===== config.mk =====
export PLATFORM = sky130hd
export DESIGN_NAME = lsh_kernel
export DESIGN_NICKNAME = d
export VERILOG_FILES = /design/src/hdl/assert_macros.svh /design/src/hdl/lsh_pkg.sv /design/src/hdl/lsh_kernel.sv
export SDC_FILE = /design/constraint.sdc
export NUM_CORES = 1
export LEC_CHECK = 0
export ABC_AREA = 1
export BUFFER_PORTS_ARGS = -buffer_cell sky130_fd_sc_hd__buf_2
export CORE_MARGIN = 2
export CORE_UTILIZATION = 56
export DETAILED_ROUTE_END_ITERATION = 10
export GPL_ROUTABILITY_DRIVEN = 0
export PLACE_DENSITY = 0.95
export SLEW_MARGIN = 10
export SYNTH_ARGS = -nofsm -noshare
export SYNTH_HDL_FRONTEND = slang
export SYNTH_SLANG_ARGS = --single-unit

===== constraint.sdc =====
create_clock -name vclk -period 4.7
set_input_delay 0.235 -clock vclk [all_inputs]
set_output_delay 0.235 -clock vclk [all_outputs]
set_load 0.02 [all_outputs]

===== src/hdl/assert_macros.svh =====
// ---------------------------------------------------------------------------
// assertion macros
// shared concurrent assertion forms, clocked on clk, disabled in reset
// ---------------------------------------------------------------------------
`ifndef ASSERT_MACROS_SVH
`define ASSERT_MACROS_SVH

// same-cycle implication
`define ASSERT_IMPLIES(lbl, ante, cons, msg) \
	lbl: assert property (@(posedge clk) disable iff (!arst_n) (ante) |-> (cons)) \
		else $error(msg);

// next-cycle implication
`define ASSERT_NEXT(lbl, ante, cons, msg) \
	lbl: assert property (@(posedge clk) disable iff (!arst_n) (ante) |=> (cons)) \
		else $error(msg);

// invariant at every edge
`define ASSERT_ALWAYS(lbl, cond, msg) \
	lbl: assert property (@(posedge clk) disable iff (!arst_n) (cond)) \
		else $error(msg);

`endif


===== src/hdl/lsh_pkg.sv =====
// ---------------------------------------------------------------------------
// lsh_pkg
// types and constants of the 3x3 laplacian sharpen filter
// ---------------------------------------------------------------------------
package lsh_pkg;

	localparam int SAMPLE_W    = 8;
	localparam int WIDTH_W     = 11;
	localparam int HEIGHT_W    = 16;
	localparam int CHAN_CFG_W  = 3;
	localparam int CFG_DATA_W  = 16;
	localparam int CFG_IDX_W   = 2;

	// configuration register indexes
	localparam logic [CFG_IDX_W-1:0] REG_CENTER   = 2'd0;
	localparam logic [CFG_IDX_W-1:0] REG_WIDTH    = 2'd1;
	localparam logic [CFG_IDX_W-1:0] REG_HEIGHT   = 2'd2;
	localparam logic [CFG_IDX_W-1:0] REG_CHANNELS = 2'd3;

	// register reset values
	localparam logic                  RST_CENTER   = 1'b0;
	localparam logic [WIDTH_W-1:0]    RST_WIDTH    = 11'd1024;
	localparam logic [HEIGHT_W-1:0]   RST_HEIGHT   = 16'd1024;
	localparam logic [CHAN_CFG_W-1:0] RST_CHANNELS = 3'd1;

	// word modes
	localparam logic MODE_SAMPLE = 1'b0;
	localparam logic MODE_DRAIN  = 1'b1;

	// kernel constants
	localparam int CENTER_SHARPEN = 5;
	localparam int CENTER_EDGE    = 4;
	localparam int PIX_MAX        = 255;
	localparam int PIX_MIN        = 0;

	typedef struct packed {
		logic                mode;
		logic [SAMPLE_W-1:0] sample;
	} in_item_t;

	typedef struct packed {
		logic [SAMPLE_W-1:0] filtered;
		logic                frame_last;
	} out_item_t;

	// neighborhood of one sample
	typedef struct packed {
		logic [SAMPLE_W-1:0] ctr;
		logic [SAMPLE_W-1:0] up;
		logic [SAMPLE_W-1:0] below;
		logic [SAMPLE_W-1:0] left;
		logic [SAMPLE_W-1:0] right;
	} tap_t;

endpackage


===== src/hdl/lsh_kernel.sv =====
// ---------------------------------------------------------------------------
// lsh_kernel
// weighted center minus four neighbors, clamped to the sample range
// ---------------------------------------------------------------------------
module lsh_kernel (
	input  logic                      center_select,
	input  lsh_pkg::tap_t             taps,
	output logic [lsh_pkg::SAMPLE_W-1:0] filtered
);

	import lsh_pkg::*;

	localparam int ACC_W = 11;

	logic [ACC_W-1:0]        weight;
	logic [ACC_W-1:0]        kc;
	logic [ACC_W-1:0]        nsum;
	logic signed [ACC_W:0]   diff;

	always_comb begin
		weight = center_select ? ACC_W'(CENTER_EDGE) : ACC_W'(CENTER_SHARPEN);
		kc     = ACC_W'(taps.ctr) * weight;
		nsum   = ACC_W'(taps.up) + ACC_W'(taps.below) + ACC_W'(taps.left)
			+ ACC_W'(taps.right);
		diff   = $signed({1'b0, kc}) - $signed({1'b0, nsum});
		if (diff[ACC_W]) begin
			filtered = SAMPLE_W'(PIX_MIN);
		end else if (diff[ACC_W-1:0] > ACC_W'(PIX_MAX)) begin
			filtered = SAMPLE_W'(PIX_MAX);
		end else begin
			filtered = diff[SAMPLE_W-1:0];
		end
	end

endmodule


Word level (Yosys, flattened, before mapping) --
Cells that the tools add are included.
Operators by class: equal/unequal tests 0, bitwise gates (word level) 0, shift-type cells 0, muxes and demuxes 3, magnitude comparators 1, multipliers 1, add/subtract/negate cells 4, reductions and logical operators 0, divide/modulo/power cells 0
Operators by type and width (count):
- 8-bit 2-to-1 mux | 2
- 11-bit by 11-bit subtractor with 12-bit output | 1
- 10-bit by 8-bit adder with 11-bit output | 1
- 11-bit by 8-bit > comparator with 1-bit output (second input constant) | 1
- 8-bit by 3-bit multiplier with 11-bit output | 1
- 9-bit by 8-bit adder with 10-bit output | 1
- 8-bit by 8-bit adder with 9-bit output | 1
- 1-bit 2-to-1 mux | 1
Word-level totals: output and inout bits 8, memories kept 0, memory bits (read-only) 0, input bits 41, bits in writable memories 0, register bits after elaboration 0, latch bits 0

Logic depth before layout (Yosys ltp) --
depth in word-level cells 7, depth in mapped cells 20

Worst setup path before layout --
No wires, ideal clock.
path type input to output, start point input port taps[14] (netlist name), end point output port filtered[0] (netlist name), buffers on the path 0, cell stages on the path 19, slack 0.652 ns, arrival time 3.813 ns, required time 4.465 ns, cells stage by stage inv_1 -> fa_1 -> inv_1 -> fa_1 -> inv_1 -> fa_1 -> inv_1 -> fa_1 -> inv_1 -> ha_1 -> nand2_2 -> inv_1 -> a21oi_1 -> nand2_1 -> nand2_1 -> nand2_1 -> nand2_2 -> nor2_4 -> a21oi_1
On the way: longest elaborated chain between the ends 6
RTL lines:
- from (decl) | RTL line lsh_kernel.sv:7 | input lsh_pkg::tap_t taps,
- 9-bit by 8-bit adder with 10-bit output (*) | RTL line lsh_kernel.sv:23 | nsum = ACC_W'(taps.up) + ACC_W'(taps.below) + ACC_W'(taps.left)
- 10-bit by 8-bit adder with 11-bit output (*) | RTL line lsh_kernel.sv:24 | + ACC_W'(taps.right);
- 11-bit by 11-bit subtractor with 12-bit output (*) | RTL line lsh_kernel.sv:25 | diff = $signed({1'b0, kc}) - $signed({1'b0, nsum});
- 11-bit by 8-bit > comparator with 1-bit output | RTL line lsh_kernel.sv:28 | end else if (diff[ACC_W-1:0] > ACC_W'(PIX_MAX)) begin
- 8-bit 2-to-1 mux | RTL line lsh_kernel.sv:28
- 8-bit 2-to-1 mux (*) | RTL line lsh_kernel.sv:26 | if (diff[ACC_W]) begin
- to (decl) | RTL line lsh_kernel.sv:8 | output logic [lsh_pkg::SAMPLE_W-1:0] filtered
Mark *: on every way between the ends. The rest lies on a longest branch, timed or not.

Final worst setup path --
start point input port taps[14] (netlist name), end point output port filtered[4] (netlist name)
The elaborated chain is that of the path after synthesis.

==> flow_summary.json <==
{
  "layout_commonest_cell": "inv_1",
  "antenna_found_initial": 0,
  "die_w_um": 58.2,
  "avgSynthCellArea_sq_um": 7.12,
  "final_hold_viol_count": 0,
  "synth_nets": 325,
  "startpoint_type": "input pin",
  "crit_fanout": 8,
  "cp_slowest_cell": "fa_1",
  "pre_cts_ws_ns": 0.382,
  "cts_resized": 0,
  "syn-cell-area_sq_um": 1640,
  "drt-initial-drc-count": 68,
  "final_cell_mix": "inv_1, buf_2, nand2_1, fa_1, ha_1",
  "final_max_slew_viol_count": 0,
  "gr-total-overflow": 0,
  "grt_pass1_wl_mm": 6.09,
  "firstDrtPassIters": 4,
  "num_antenna_cells": 0,
  "worst_pin_slew_ns": 0.203,
  "path_buf_inv": 7,
  "outcome": "finished clean",
  "hold_path.class": "in2out",
  "critPathCaptureType": "output port",
  "ys_seq_area_share_pct": 0,
  "cp_common_cell": "inv_1",
  "cts_setup_buffers": 0,
  "yosysUniqueCellTypes": 15,
  "cap_violations": 0,
  "setup_viol": 0,
  "dp_cells": 311,
  "fin_cells": 311,
  "wl_per_cell_um": 10.1,
  "vdd_ir_drop_max_uv": 600,
  "wl_mm": 3.15,
  "die_height_um": 58.2,
  "vias": 1478,
  "hold_path_depth": 5,
  "required_ns": 4.47,
  "fmax_ghz": 0.231,
  "fp.dieArea_sq_um": 3390,
  "ioPinCount": 49,
  "portBuffers": 49,
  "clkbuf_count": 0,
  "crit_chain": "buf_2 > inv_1 > fa_1 > inv_1 > fa_1 > inv_1 > fa_1 > inv_1 > fa_1 > inv_1 > ha_1 > nand2_1 > nand2_1 > a21oi_1 > nand3_1 > nand2_2 > nand2_2 > nor2_4 > a21oi_1 > buf_2",
  "num_rows": 19,
  "netlist_instances": 231,
  "rsz0062_at_grt": "false",
  "drc_errors": 0,
  "seq_cells": 0,
  "period_needed_ns": 4.32,
  "grt_max_degree": 9,
  "crit_type": "in2out",
  "crit_family": "adder cells",
  "finalWorstSetupSlack_ns": 0.375,
  "max_stage_delay_ns": 0.54,
  "yosysWarnings": 0,
  "power_density_nw_per_um2": 529,
  "path_depth": 20,
  "hpwl_mm": 3.02,
  "avgViaCountPerCell": 4.75,
  "p_leak_nw": 1.27,
  "crit_arrival_ns": 4.09,
  "grt_usage_pct": 22.5,
  "grt_pass1_vias": 1610,
  "core_sq_um": 2780,
  "nets": 376,
  "initial_utilization_pct": 59.1,
  "ant_nets": 0,
  "hold_buffers": 0,
  "maxSlewHeadroom_pct": 86.4,
  "register_area_sq_um": 0,
  "period_share_pct": 92.0,
  "area_growth_pct": 17.3,
  "drive_gt1_share_pct": 19.6,
  "fin_tns_setup_ns": 0
}
## tightest hold or removal path: stages
cell	delay, ns
buf_2	0.12
nand2_1	0.08
xnor2_1	0.12
a21oi_1	0.07
buf_2	0.15
## cell type report
cell class,instances,area (sq um)
multi-input cells,140,1300
fillers,239,853
inverters,91,342
repair buffers,49,245
well taps,31,38.8
## where the power goes
group	leakage (nW)	total, mW	internal [mW]	switching (mW)
Sequential	0	0	0	0
Clock	0	0	0	0
Combinational	1.27	1.02	0.396	0.623
## synth_stat cells
library cell | number | share of area (%)
a21oi_1 | 14 | 4.3
nand3_1 | 8 | 2.4
inv_1 | 91 | 21
nand2_2 | 5 | 1.9
xnor2_1 | 4 | 2.1
o21ai_0 | 1 | 0.30
or2_1 | 1 | 0.38
nand2_1 | 39 | 8.9
xor2_1 | 2 | 1.1
ha_1 | 23 | 18
nor2_1 | 9 | 2.1
nor2_4 | 1 | 0.68
nand4_1 | 2 | 0.76
nor3_1 | 1 | 0.30
fa_1 | 30 | 37
## kinds of logic after synthesis
logic type | after synthesis | synth area share, %
compound gates | 15 | 4.57
buf+inv | 91 | 20.8
fa+ha+maj | 53 | 54.0
xor+xnor | 6 | 3.20
simple gates | 66 | 17.4
## metrics by stage
stage	hold WS, ns	instance area (sq um)	util [%]	total power, mW
final	1.01	1930	69.3	1.02
after global routing	1.06	1930	69.3	1.18
after CTS	1.02	1930	69.3	1.02
after detailed placement	1.02	1930	69.3	1.01
after global placement	0.985	1930	69.3	0.976
after floorplan	0.770	1640	-	0.797
## per-layer routing
metal / wire length, um / GRT usage, % / up-vias
met3: 120 / 0.670 / 0
met1: 1220 / 25.6 / 683
met5: 0 / 0 / -
met2: 1810 / 47.7 / 43
li1: - / - / 752
met4: 0 / 0.664 / 0
## final timing paths
check,end,startpoint
worst max-delay path,filtered[4],taps[14]
worst min-delay path,filtered[0],taps[32]
Power figures use the tool's default switching activity.
